[src/design/wgm_pkg.sv]
// Shared types and constants for the wildcard glob matcher.
package wgm_pkg;

    localparam int MAX_PATTERN_DEF = 32;
    localparam int QUEUE_DEPTH = 2;
    localparam int QUEUE_PTR_W = 1;
    localparam int QUEUE_CNT_W = 2;

    localparam logic [1:0] OP_CLEAR = 2'd0;
    localparam logic [1:0] OP_APPEND = 2'd1;
    localparam logic [1:0] OP_NAME_BYTE = 2'd2;
    localparam logic [1:0] OP_EMPTY_NAME = 2'd3;

    localparam logic [7:0] STAR_CODE = 8'h2A;
    localparam logic [7:0] QMARK_CODE = 8'h3F;
    localparam logic [7:0] LOWER_A = 8'h61;
    localparam logic [7:0] LOWER_Z = 8'h7A;

    typedef struct packed {
        logic [1:0] opcode;
        logic [7:0] char_code;
        logic       last;
    } wgm_in_t;

    typedef struct packed {
        logic matched;
        logic pattern_overflow;
    } wgm_out_t;

    typedef enum logic [2:0] {
        CMD_CLEAR,
        CMD_APPEND,
        CMD_BYTE,
        CMD_END_EMPTY,
        CMD_END
    } wgm_cmd_kind_t;

    typedef struct packed {
        wgm_cmd_kind_t kind;
        logic [7:0]    char_code;
        logic          last;
    } wgm_cmd_t;

endpackage

[src/design/wildcard_glob_matcher_top.sv]
// Top level of the wildcard glob matcher: front end, command queue, match engine.
//
//   channel  direction  handshake           payload
//   in       input      in_valid/in_ready   in_data  (opcode, char_code, last)
//   out      output     out_valid/out_ready out_data (matched, pattern_overflow)
//
// One item per cycle is sustained while out_ready stays high; the engine then
// executes one command per cycle and registers each result in the output register.
// An input transfer lands in a queue slot at its accepting edge; the engine takes
// it from the queue head and registers its result, which raises out_valid.
// Reset leaves an empty pattern with only position zero live.
// While a result waits on out_ready the engine holds; the two-entry queue
// then fills and drops in_ready.
module wildcard_glob_matcher_top #(
    parameter int MAX_PATTERN = wgm_pkg::MAX_PATTERN_DEF
) (
    input  logic              clk,
    input  logic              rst_n,
    input  logic              in_valid,
    output logic              in_ready,
    input  wgm_pkg::wgm_in_t  in_data,
    output logic              out_valid,
    input  logic              out_ready,
    output wgm_pkg::wgm_out_t out_data
);
    import wgm_pkg::*;

    wgm_cmd_t front_cmd;
    logic     front_keep;
    logic     q_space;
    logic     q_push;
    logic     q_head_valid;
    wgm_cmd_t q_head_cmd;
    logic     q_pop;

    assign in_ready = q_space;
    assign q_push = in_valid && q_space && front_keep;

    wgm_front u_front (
        .in_data (in_data),
        .keep    (front_keep),
        .cmd     (front_cmd)
    );

    wgm_queue u_queue (
        .clk        (clk),
        .rst_n      (rst_n),
        .push       (q_push),
        .push_cmd   (front_cmd),
        .space      (q_space),
        .head_valid (q_head_valid),
        .head_cmd   (q_head_cmd),
        .pop        (q_pop)
    );

    wgm_engine #(
        .MAX_PATTERN (MAX_PATTERN)
    ) u_engine (
        .clk       (clk),
        .rst_n     (rst_n),
        .cmd_valid (q_head_valid),
        .cmd       (q_head_cmd),
        .cmd_pop   (q_pop),
        .res_valid (out_valid),
        .res_ready (out_ready),
        .res_data  (out_data)
    );

endmodule

[src/design/wgm_front.sv]
// Front end: takes input transfers and turns them into engine commands.
module wgm_front (
    input  wgm_pkg::wgm_in_t  in_data,
    output logic              keep,
    output wgm_pkg::wgm_cmd_t cmd
);
    import wgm_pkg::*;

    always_comb
    begin
        cmd.char_code = in_data.char_code;
        cmd.last = in_data.last;
        cmd.kind = CMD_CLEAR;
        keep = 1'b1;
        case (in_data.opcode)
            OP_CLEAR:
            begin
                cmd.kind = CMD_CLEAR;
            end
            OP_APPEND:
            begin
                cmd.kind = CMD_APPEND;
                keep = (in_data.char_code != 8'd0);
            end
            OP_NAME_BYTE:
            begin
                // a zero byte is not consumed, but may still end the name
                if (in_data.char_code != 8'd0)
                begin
                    cmd.kind = CMD_BYTE;
                end
                else
                begin
                    cmd.kind = CMD_END;
                    keep = in_data.last;
                end
            end
            OP_EMPTY_NAME:
            begin
                cmd.kind = CMD_END_EMPTY;
            end
            default:
            begin
                cmd.kind = CMD_CLEAR;
            end
        endcase
    end

endmodule

[src/design/wgm_queue.sv]
// Two-entry command queue between the front end and the match engine.
module wgm_queue (
    input  logic              clk,
    input  logic              rst_n,
    input  logic              push,
    input  wgm_pkg::wgm_cmd_t push_cmd,
    output logic              space,
    output logic              head_valid,
    output wgm_pkg::wgm_cmd_t head_cmd,
    input  logic              pop
);
    import wgm_pkg::*;

    wgm_cmd_t                 slot_reg [QUEUE_DEPTH];
    logic [QUEUE_PTR_W-1:0]   wr_ptr_reg;
    logic [QUEUE_PTR_W-1:0]   wr_ptr_next;
    logic [QUEUE_PTR_W-1:0]   rd_ptr_reg;
    logic [QUEUE_PTR_W-1:0]   rd_ptr_next;
    logic [QUEUE_CNT_W-1:0]   count_reg;
    logic [QUEUE_CNT_W-1:0]   count_next;

    assign space = (count_reg != QUEUE_CNT_W'(QUEUE_DEPTH));
    assign head_valid = (count_reg != '0);
    assign head_cmd = slot_reg[rd_ptr_reg];

    always_comb
    begin
        wr_ptr_next = wr_ptr_reg;
        rd_ptr_next = rd_ptr_reg;
        count_next = count_reg;
        if (push)
        begin
            wr_ptr_next = wr_ptr_reg + 1'b1;
        end
        if (pop)
        begin
            rd_ptr_next = rd_ptr_reg + 1'b1;
        end
        if (push && !pop)
        begin
            count_next = count_reg + 1'b1;
        end
        else if (!push && pop)
        begin
            count_next = count_reg - 1'b1;
        end
    end

    always_ff @(posedge clk or negedge rst_n)
    begin
        if (!rst_n)
        begin
            wr_ptr_reg <= '0;
            rd_ptr_reg <= '0;
            count_reg <= '0;
        end
        else
        begin
            wr_ptr_reg <= wr_ptr_next;
            rd_ptr_reg <= rd_ptr_next;
            count_reg <= count_next;
        end
    end

    always_ff @(posedge clk)
    begin
        if (push)
        begin
            slot_reg[wr_ptr_reg] <= push_cmd;
        end
    end

endmodule

[src/design/wgm_engine.sv]
// Match engine: pattern storage, active position set and result register.
module wgm_engine #(
    parameter int MAX_PATTERN = wgm_pkg::MAX_PATTERN_DEF
) (
    input  logic              clk,
    input  logic              rst_n,
    input  logic              cmd_valid,
    input  wgm_pkg::wgm_cmd_t cmd,
    output logic              cmd_pop,
    output logic              res_valid,
    input  logic              res_ready,
    output wgm_pkg::wgm_out_t res_data
);
    import wgm_pkg::*;

    localparam int N = MAX_PATTERN;
    localparam int LW = $clog2(N + 1);
    localparam int IW = (N > 1) ? $clog2(N) : 1;

    // Star closure as a carry chain: stars propagate, live stars generate.
    function automatic logic [N:0] star_close(input logic [N:0] seed,
                                              input logic [N-1:0] star);
        logic [N:0] s;
        logic [N:0] g;
        logic [N:0] c;
        s = {1'b0, star};
        g = seed & s;
        c = (g + s) ^ g ^ s;
        return seed | c;
    endfunction

    function automatic logic [7:0] fold_byte(input logic [7:0] c);
        return (c >= LOWER_A && c <= LOWER_Z) ? (c - 8'h20) : c;
    endfunction

    logic [7:0]    char_reg [N];
    logic [N-1:0]  star_reg;
    logic [N-1:0]  star_next;
    logic [N-1:0]  qmark_reg;
    logic [N-1:0]  qmark_next;
    logic [LW-1:0] len_reg;
    logic [LW-1:0] len_next;
    logic          ovf_reg;
    logic          ovf_next;
    logic [N:0]    init_reg;
    logic [N:0]    init_next;
    logic [N:0]    act_reg;
    logic [N:0]    act_next;
    logic          res_valid_reg;
    logic          res_valid_next;
    wgm_out_t      res_reg;
    wgm_out_t      res_next;

    logic [7:0]    fold_c;
    logic [N:0]    keep_v;
    logic [N:0]    move_v;
    logic [N:0]    adv_v;
    logic          full;
    logic          store_wr;
    logic [IW-1:0] wr_idx;
    logic [N-1:0]  star_app;
    logic [N-1:0]  qmark_app;

    assign cmd_pop = cmd_valid && (!res_valid_reg || res_ready);
    assign res_valid = res_valid_reg;
    assign res_data = res_reg;

    assign fold_c = fold_byte(cmd.char_code);
    assign full = (len_reg == LW'(N));
    assign wr_idx = len_reg[IW-1:0];

    always_comb
    begin
        keep_v = '0;
        move_v = '0;
        for (int i = 0; i < N; i++)
        begin
            if (act_reg[i] && (LW'(i) < len_reg))
            begin
                if (star_reg[i])
                begin
                    keep_v[i] = 1'b1;
                end
                else if (qmark_reg[i] || (char_reg[i] == fold_c))
                begin
                    move_v[i+1] = 1'b1;
                end
            end
        end
        adv_v = star_close(keep_v | move_v, star_reg);
    end

    always_comb
    begin
        star_app = star_reg;
        qmark_app = qmark_reg;
        star_app[wr_idx] = (cmd.char_code == STAR_CODE);
        qmark_app[wr_idx] = (cmd.char_code == QMARK_CODE);
    end

    always_comb
    begin
        star_next = star_reg;
        qmark_next = qmark_reg;
        len_next = len_reg;
        ovf_next = ovf_reg;
        init_next = init_reg;
        act_next = act_reg;
        store_wr = 1'b0;
        res_next = res_reg;
        res_valid_next = res_valid_reg && !res_ready;
        if (cmd_pop)
        begin
            case (cmd.kind)
                CMD_CLEAR:
                begin
                    star_next = '0;
                    qmark_next = '0;
                    len_next = '0;
                    ovf_next = 1'b0;
                    init_next = (N + 1)'(1);
                    act_next = (N + 1)'(1);
                end
                CMD_APPEND:
                begin
                    if (full)
                    begin
                        ovf_next = 1'b1;
                        act_next = init_reg;
                    end
                    else
                    begin
                        store_wr = 1'b1;
                        star_next = star_app;
                        qmark_next = qmark_app;
                        len_next = len_reg + 1'b1;
                        init_next = star_close((N + 1)'(1), star_app);
                        act_next = init_next;
                    end
                end
                CMD_BYTE:
                begin
                    if (cmd.last)
                    begin
                        res_valid_next = 1'b1;
                        res_next.matched = adv_v[len_reg];
                        res_next.pattern_overflow = ovf_reg;
                        act_next = init_reg;
                    end
                    else
                    begin
                        act_next = adv_v;
                    end
                end
                CMD_END_EMPTY:
                begin
                    res_valid_next = 1'b1;
                    res_next.matched = init_reg[len_reg];
                    res_next.pattern_overflow = ovf_reg;
                    act_next = init_reg;
                end
                CMD_END:
                begin
                    res_valid_next = 1'b1;
                    res_next.matched = act_reg[len_reg];
                    res_next.pattern_overflow = ovf_reg;
                    act_next = init_reg;
                end
                default:
                begin
                    act_next = act_reg;
                end
            endcase
        end
    end

    always_ff @(posedge clk or negedge rst_n)
    begin
        if (!rst_n)
        begin
            star_reg <= '0;
            qmark_reg <= '0;
            len_reg <= '0;
            ovf_reg <= 1'b0;
            init_reg <= (N + 1)'(1);
            act_reg <= (N + 1)'(1);
            res_valid_reg <= 1'b0;
            res_reg <= '0;
        end
        else
        begin
            star_reg <= star_next;
            qmark_reg <= qmark_next;
            len_reg <= len_next;
            ovf_reg <= ovf_next;
            init_reg <= init_next;
            act_reg <= act_next;
            res_valid_reg <= res_valid_next;
            res_reg <= res_next;
        end
    end

    always_ff @(posedge clk)
    begin
        if (store_wr)
        begin
            char_reg[wr_idx] <= fold_byte(cmd.char_code);
        end
    end

endmodule
[config.mk]
export PLATFORM = sky130hd
export DESIGN_NAME = wildcard_glob_matcher_top
export DESIGN_NICKNAME = d
export VERILOG_FILES = /design/src/design/wgm_pkg.sv /design/src/design/wildcard_glob_matcher_top.sv /design/src/design/wgm_front.sv /design/src/design/wgm_queue.sv /design/src/design/wgm_engine.sv
export SDC_FILE = /design/constraint.sdc
export NUM_CORES = 1
export LEC_CHECK = 0
export BUFFER_PORTS_ARGS = -buffer_cell sky130_fd_sc_hd__buf_2
export CORE_ASPECT_RATIO = 1.4
export CORE_MARGIN = 10
export CORE_UTILIZATION = 60
export DETAILED_ROUTE_END_ITERATION = 6
export HOLD_SLACK_MARGIN = 0.05
export PLACE_DENSITY = 0.76
export SLEW_MARGIN = 25
export SYNTH_ARGS = -nofsm -noshare
export SYNTH_HDL_FRONTEND = slang
export SYNTH_SLANG_ARGS = --single-unit
[constraint.sdc]
create_clock -name clk -period 11.65 [get_ports clk]
set_input_delay 1.165 -clock clk [delete_from_list [all_inputs] [get_ports clk]]
set_output_delay 1.165 -clock clk [all_outputs]
set_load 0.1 [all_outputs]
### Yosys cells after proc, flatten, opt, wreduce, memory -nomap -nowiden

Memories as Yosys holds them, arrays and structs flattened.
Index checks and enable logic that the tools add are counted.

| operators by class | value |
|---|---|
| reductions and logical operators | 91 |
| bitwise operators | 7 |
| equality and inequality tests | 46 |
| shifts and indexed selects | 0 |
| div/mod/pow operators | 0 |
| add/sub/neg operators | 8 |
| order comparisons | 37 |
| multiplexer cells | 201 |
| $mul | 0 |

Operators by type and width:

| cell | number |
|---|---|
| == test 8 bit | 32 |
| two-way mux 1 bit | 175 |
| case mux 33 bit (4 select lines) | 1 |
| case mux 32 bit (2 select lines) | 2 |
| < comparator 5 x 6 -> 1 bit (first input constant) | 16 |
| two-way mux 33 bit | 2 |
| case mux 33 bit (2 select lines) | 1 |
| bitwise XOR 33 x 32 -> 33 bit | 2 |
| bitwise mux 32 bit | 2 |
| two-way mux 32 bit | 2 |
| < comparator 4 x 6 -> 1 bit (first input constant) | 8 |
| logical AND 1 bit | 40 |
| adder 1 x 32 -> 33 bit | 1 |
| adder 33 x 32 -> 33 bit | 1 |
| bitwise AND 33 x 32 -> 33 bit | 1 |
| logical OR 1 bit | 33 |
| bitwise OR 32 x 33 -> 33 bit | 1 |
| bitwise OR 33 bit | 1 |
| bitwise XOR 33 x 1 -> 33 bit | 1 |
| bitwise XOR 33 bit | 1 |
| < comparator 3 x 6 -> 1 bit (first input constant) | 4 |
| binary-select mux 1 bit (select 6 bit) | 3 |
| == test 8 x 6 -> 1 bit (second input constant) | 2 |
| < comparator 1 x 6 -> 1 bit (first input constant) | 2 |
| 38 further kinds | 56 |

| storage, ports and cells | value |
|---|---|
| word-level logic and storage cells | 404 |
| register bits | 144 |
| RAM bits | 280 |
| latch bits | 0 |
| bits in read-only memories | 0 |
| output and inout port bits | 4 |
| input port bits | 15 |
| memories kept | 2 |

Memory list:

| memory | words | width | read ports | clocked after Yosys merged registers in | wr ports | RTL line | source |
|---|---|---|---|---|---|---|---|
| u_engine.char_reg | 32 | 8 | 32 | 0 | 1 | wgm_engine.sv:36 | `logic [7:0] char_reg [N];` |
| u_queue.slot_reg | 2 | 12 | 1 | 0 | 1 | wgm_queue.sv:14 | `wgm_cmd_t slot_reg [QUEUE_DEPTH];` |

### Logic depth before layout (Yosys ltp)

An unclocked memory read counts as a cell.

| logic depth | value |
|---|---|
| word-level depth | 19 |
| mapped depth | 28 |
| mapped depth without buffers | 22 |

### Hierarchy

Synthesis repeated with hierarchy kept, for this count alone.

| second synthesis, totals | value |
|---|---|
| cell total of the unflattened synthesis | 2,390 |
| area total of the unflattened synthesis | 24,408.4 um2 |

By module, submodules not included:

| module | cells each | area an instance (um2) | sequential area each (um2) | instances |
|---|---|---|---|---|
| wgm_engine | 2,309 | 23,119.7 | 11,193.2 | 1 |
| wgm_queue | 53 | 1,089.8 | 820.8 | 1 |
| wgm_front | 27 | 192.7 | 0.0 | 1 |
| wildcard_glob_matcher_top | 1 | 6.3 | 0.0 | 1 |

### Worst setup path after synthesis

Ideal clock, no wire load.

| path | value |
|---|---|
| kind | reg-to-reg |
| from | register u_queue.rd_ptr_reg |
| to | register u_engine.res_reg, in the netlist u_engine.res_data[1] |
| arrival | 5,104 ps |
| slack | 6,420 ps |
| period minus slack after synthesis | 5,230 ps |
| setup time | 126 ps |
| stages on the path, launching flop included | 29 |
| buffers on the path | 6 |
| cells stage by stage | dfrtp_1 > buf_6 > buf_12 > nand2_1 > nand2_1 > inv_2 > buf_4 > buf_4 > clkbuf_1 > ha_1 > nand4bb_1 > and2_1 > a211o_2 > buf_6 > a21oi_1 > o2111ai_1 > a21boi_0 > nor2_1 > ha_1 > a21oi_1 > o311ai_2 > o211ai_2 > a311oi_2 > o31a_1 > or4_1 > a21oi_1 > nor4_1 > a211oi_2 > o21ai_1 |

| on the way | value |
|---|---|
| longest elaborated chain between the ends | 19 |

RTL lines:

| element | RTL line | source |
|---|---|---|
| start: declaration | wgm_queue.sv:17 | `logic [QUEUE_PTR_W-1:0] rd_ptr_reg;` |
| start signal: assignment | wgm_queue.sv:60 | `rd_ptr_reg <= rd_ptr_next;` |
| memory (2 x 12 bit) (*) | - |  |
| >= comparator 8 x 7 -> 1 bit or <= comparator 8 x 7 -> 1 bit (tied branches) | wgm_engine.sv:33 | `return (c >= LOWER_A && c <= LOWER_Z) ? (c - 8'h20) : c;` |
| logical AND 1 bit | wgm_engine.sv:33 |  |
| two-way mux 8 bit | wgm_engine.sv:33 |  |
| == test 8 bit | wgm_engine.sv:84 | `else if (qmark_reg[i] \|\| (char_reg[i] == fold_c))` |
| logical OR 1 bit | wgm_engine.sv:84 |  |
| two-way mux 1 bit | wgm_engine.sv:84 |  |
| two-way mux 1 bit | wgm_engine.sv:80 | `if (star_reg[i])` |
| [... 3 more ...] | - |  |
| adder 33 x 32 -> 33 bit | wgm_engine.sv:28 | `c = (g + s) ^ g ^ s;` |
| bitwise XOR 33 bit | wgm_engine.sv:28 |  |
| bitwise XOR 33 x 32 -> 33 bit | wgm_engine.sv:28 |  |
| bitwise OR 33 bit | wgm_engine.sv:29 | `return seed \| c;` |
| binary-select mux 1 bit (select 6 bit) | wgm_engine.sv:146 | `res_next.matched = adv_v[len_reg];` |
| two-way mux 1 bit (implied by the code) | wgm_engine.sv:146 |  |
| two-way mux 2 bit | wgm_engine.sv:143 | `if (cmd.last)` |
| case mux 2 bit (3 select lines) | wgm_engine.sv:114 | `case (cmd.kind)` |
| end signal: assignment | wgm_engine.sv:199 | `res_reg <= res_next;` |
| end: declaration | wgm_engine.sv:51 | `wgm_out_t res_reg;` |

Every way passes the cells marked *; elsewhere a longest branch is shown, timed or not. The select of a mux whose other input is x is not followed.
A chain may end at the register's enable or synchronous reset.

### Worst setup path in the final report

| path | value |
|---|---|
| from | register u_queue.rd_ptr_reg |
| to | register u_engine.act_reg[29] |

| on the way | value |
|---|---|
| longest elaborated chain between the ends | 17 |

RTL lines:

| element | RTL line | source |
|---|---|---|
| memory (2 x 12 bit) (*) | - |  |
| >= comparator 8 x 7 -> 1 bit or <= comparator 8 x 7 -> 1 bit (tied branches) | wgm_engine.sv:33 |  |
| logical AND 1 bit | wgm_engine.sv:33 |  |
| two-way mux 8 bit | wgm_engine.sv:33 |  |
| == test 8 bit | wgm_engine.sv:84 |  |
| logical OR 1 bit | wgm_engine.sv:84 |  |
| two-way mux 1 bit | wgm_engine.sv:84 |  |
| two-way mux 1 bit | wgm_engine.sv:80 |  |
| two-way mux 1 bit | wgm_engine.sv:78 | `if (act_reg[i] && (LW'(i) < len_reg))` |
| bitwise OR 32 x 33 -> 33 bit | wgm_engine.sv:90 | `adv_v = star_close(keep_v \| move_v, star_reg);` |
| bitwise AND 33 x 32 -> 33 bit | wgm_engine.sv:27 | `g = seed & s;` |
| adder 33 x 32 -> 33 bit | wgm_engine.sv:28 |  |
| bitwise XOR 33 bit | wgm_engine.sv:28 |  |
| bitwise XOR 33 x 32 -> 33 bit | wgm_engine.sv:28 |  |
| bitwise OR 33 bit | wgm_engine.sv:29 |  |
| two-way mux 33 bit | wgm_engine.sv:143 |  |
| case mux 33 bit (4 select lines) | wgm_engine.sv:114 |  |
| end signal: assignment | wgm_engine.sv:186 | `act_reg <= (N + 1)'(1);` |
| end signal: assignment | wgm_engine.sv:197 | `act_reg <= act_next;` |
| end: declaration | wgm_engine.sv:47 | `logic [N:0] act_reg;` |

Every way passes the cells marked *; elsewhere a longest branch is shown, timed or not.

==> impl_metrics.json <==
{
  "fillers": 3167,
  "grt_overflow": 0,
  "clock_skew_ns": 0.0162,
  "relSlewSlack_pct": 26.1,
  "portBuffers": 18,
  "post_cts_resized": 0,
  "syn-num-nets": 2347,
  "cts_htree_levels": 2,
  "leakage_nw": 9.11,
  "finalSetupTns_ns": 0,
  "dp_hpwl_mm": 56.9,
  "die_y_um": 257,
  "multi_input_area_um2": 11200,
  "p_total_mw": 5.08,
  "synthFlopType": "edfxtp_1",
  "rsz0062_at_grt": "false",
  "ant_nets": 0,
  "critPathRequiredTime_ns": 12.06,
  "gr-usage-met2_pct": 55.9,
  "routabilityCongestion": 1.03,
  "grt_pass1_vias": 19400,
  "ys_types": 117,
  "placed_area_um2": 24500,
  "hold_violations": 0,
  "num_rows": 86,
  "grt_max_degree": 80,
  "first_iter_violations": 2161,
  "route.detailed.drc": 15,
  "cts_sinks": 424,
  "worst_setup_path_end_kind": "register",
  "power.density_nw_per_um2": 196,
  "fin_util_pct": 65.6,
  "post_cts_buffers": 0,
  "cts_inserted_buffers": 42,
  "ir_drop_uv": 179,
  "synth-seq-cells": 424,
  "use_met1_pct": 36.7,
  "crit_path_max_fanout": 48,
  "clk_pin_slew_ns": 0.07,
  "root_buffer": "clkbuf_16",
  "areaGrowthSynthToFinish_pct": 7.70,
  "ys_warn_count": 0,
  "worst-r2r-setup-slack_ns": 4.72,
  "setup_viol": 0,
  "slew_viol_final": 0,
  "hold_path_depth": 2,
  "via_count": 19900,
  "synth_edf_count": 280,
  "syn_inst": 2321,
  "reg2reg_depth": 20,
  "hold_class": "reg2reg",
  "worstPathArrival_ns": 7.34,
  "criticalPathCategory": "reg2reg",
  "clkLatencyLatePin_ns": 0.58,
  "period_minus_slack_ns": 6.93,
  "final_cell_area_um2": 26000,
  "area.sequential_um2": 12000,
  "syn_area_um2": 24100,
  "startpoint_type": "register",
  "grtUsageMet3_pct": 4.57,
  "final_net_count": 2315,
  "antenna_found_initial": 0,
  "yosysSeqAreaShare_pct": 49.8,
  "first_pass_iters": 7,
  "coreArea_um2": 39600,
  "fin_crit_sh_pct": 59.5,
  "max_freq_mhz": 144,
  "die_area_um2": 48700,
  "synth_area_per_cell_um2": 10.4,
  "violations": "DRC",
  "largest_register_ffs": 256,
  "maxCapViolations": 0,
  "status": "finished, violations left",
  "grt_pass1_wl_mm": 122,
  "die_w_um": 189,
  "synthArstFlopShare_pct": 34.0,
  "diodes": 0,
  "worst_pin_slew_ns": 1.10,
  "viasPerCell": 6.99,
  "io-pin-count": 19,
  "tritoncts": "done",
  "start_util_pct": 60.9,
  "clockBufferDepth": 3,
  "wl_per_cell_um": 28.6,
  "hold_slack_ns": 0.501,
  "wl_mm": 81.5,
  "layout_common_cells": "edfxtp_1 (280), nand2_1 (240), nor2_1 (173)",
  "grtUsageTotal_pct": 33.0,
  "hold_buffers": 0,
  "top_usage_layer": "met2",
  "final_common_cell": "edfxtp_1",
  "drive_above_1_share_pct": 10.3
}
## logic make-up (layout without fill, tap and decap cells)
kind of cell | Yosys count | count (layout) | share of synthesized area, %
flip-flops | 424 | 424 | 49.8
adder cells (fa/ha/maj) | 11 | 11 | 0.571
AND/OR/NAND/NOR | 795 | 795 | 16.2
buffers and inverters | 194 | 196 | 3.91
XOR/XNOR | 227 | 227 | 8.25
AO/OA/AOI/OAI | 625 | 625 | 18.0
multiplexers | 45 | 45 | 3.17
## metrics by stage
stage / setup WS (ns) / instances
global route: 4.31 / 2851
global placement: 5.03 / 2772
CTS: 4.86 / 2850
detailed placement: 4.91 / 2772
floorplan: 6.42 / 2321
finish: 4.72 / 2851
## metal layers
metal  wire length [um]  vias to the layer above
met4               7590                        0
met3               5610                      375
li1                   -                     8569
met1              28000                     9807
met5                  0                        -
met2              40400                     1179
## area by class of cell
| type | count | area share, % |
|---|---|---|
| sequential | 424 | 46.3 |
| multi-input combinational | 1703 | 43.2 |
| clock buffer | 55 | 4.47 |
| tap | 528 | 2.54 |
| timing repair buffer | 66 | 1.81 |
| clock inverter | 23 | 0.973 |
| inverter | 52 | 0.756 |
## cell usage after synthesis, types with 12 or more instances
cell type | n | area (um^2)
buf_6 | 13 | 146
nand4_1 | 33 | 206
o21ai_1 | 14 | 70.1
dfrtp_1 | 142 | 3550
nand2b_1 | 15 | 93.8
nor2_1 | 178 | 668
a22o_1 | 34 | 298
a21o_1 | 15 | 113
o21ai_0 | 168 | 841
nand2_1 | 241 | 905
a211oi_1 | 14 | 105
edfxtp_1 | 280 | 8410
mux2i_1 | 17 | 170
o31ai_1 | 12 | 90.1
a31oi_1 | 21 | 131
nand3_1 | 75 | 375
clkbuf_1 | 78 | 293
mux4_2 | 20 | 450
o21a_1 | 13 | 97.6
buf_2 | 25 | 125
nor3_1 | 66 | 330
inv_1 | 48 | 180
a311oi_1 | 12 | 105
and2_1 | 37 | 231
nor4_1 | 30 | 188
and3_1 | 26 | 163
o211ai_1 | 22 | 165
xnor2_1 | 143 | 1250
a21oi_1 | 126 | 631
nor2b_1 | 19 | 119
buf_4 | 12 | 90.1
xor2_1 | 84 | 736
o22ai_1 | 20 | 125
## where the power goes
part / leakage (nW) / total [mW] / internal (mW) / switching, mW
combinational: 3.92 / 1.86 / 0.502 / 1.36
clock: 0.678 / 1.39 / 0.780 / 0.608
sequential: 4.51 / 1.83 / 1.78 / 0.0533
## worst max-delay path, stage by stage, from the launching register on
cell,delay (ns)
dfrtp_1,0.82
buf_4,0.37
nand2b_1,0.22
nand2_1,0.31
inv_2,0.56
ha_1,0.27
nand4bb_1,0.15
and2_1,0.25
a211oi_4,0.41
nor2_4,0.07
buf_4,0.33
xnor2_1,0.21
a41oi_1,0.68
inv_1,0.17
o21ai_1,0.41
o22a_1,0.33
a2111oi_4,0.12
nor4b_2,0.50
nor2_1,0.11
a221oi_1,0.32
o21ai_1,0.09
## final timing paths
path                                                 start                          endpoint
max                         u_queue.rd_ptr_reg$_DFFE_PN0P_  u_engine.act_reg[29]$_DFFE_PN0P_
min                        u_engine.act_reg[0]$_DFFE_PN1P_   u_engine.act_reg[0]$_DFFE_PN1P_
max reg2reg                 u_queue.rd_ptr_reg$_DFFE_PN0P_  u_engine.act_reg[29]$_DFFE_PN0P_
min reg2reg                u_engine.act_reg[0]$_DFFE_PN1P_   u_engine.act_reg[0]$_DFFE_PN1P_
max in group asynchronous                            rst_n  u_engine.init_reg[4]$_DFFE_PN0P_
min in group asynchronous                            rst_n      u_engine.ovf_reg$_DFFE_PN0P_
No activity file was read; power rests on OpenSTA's default activity.
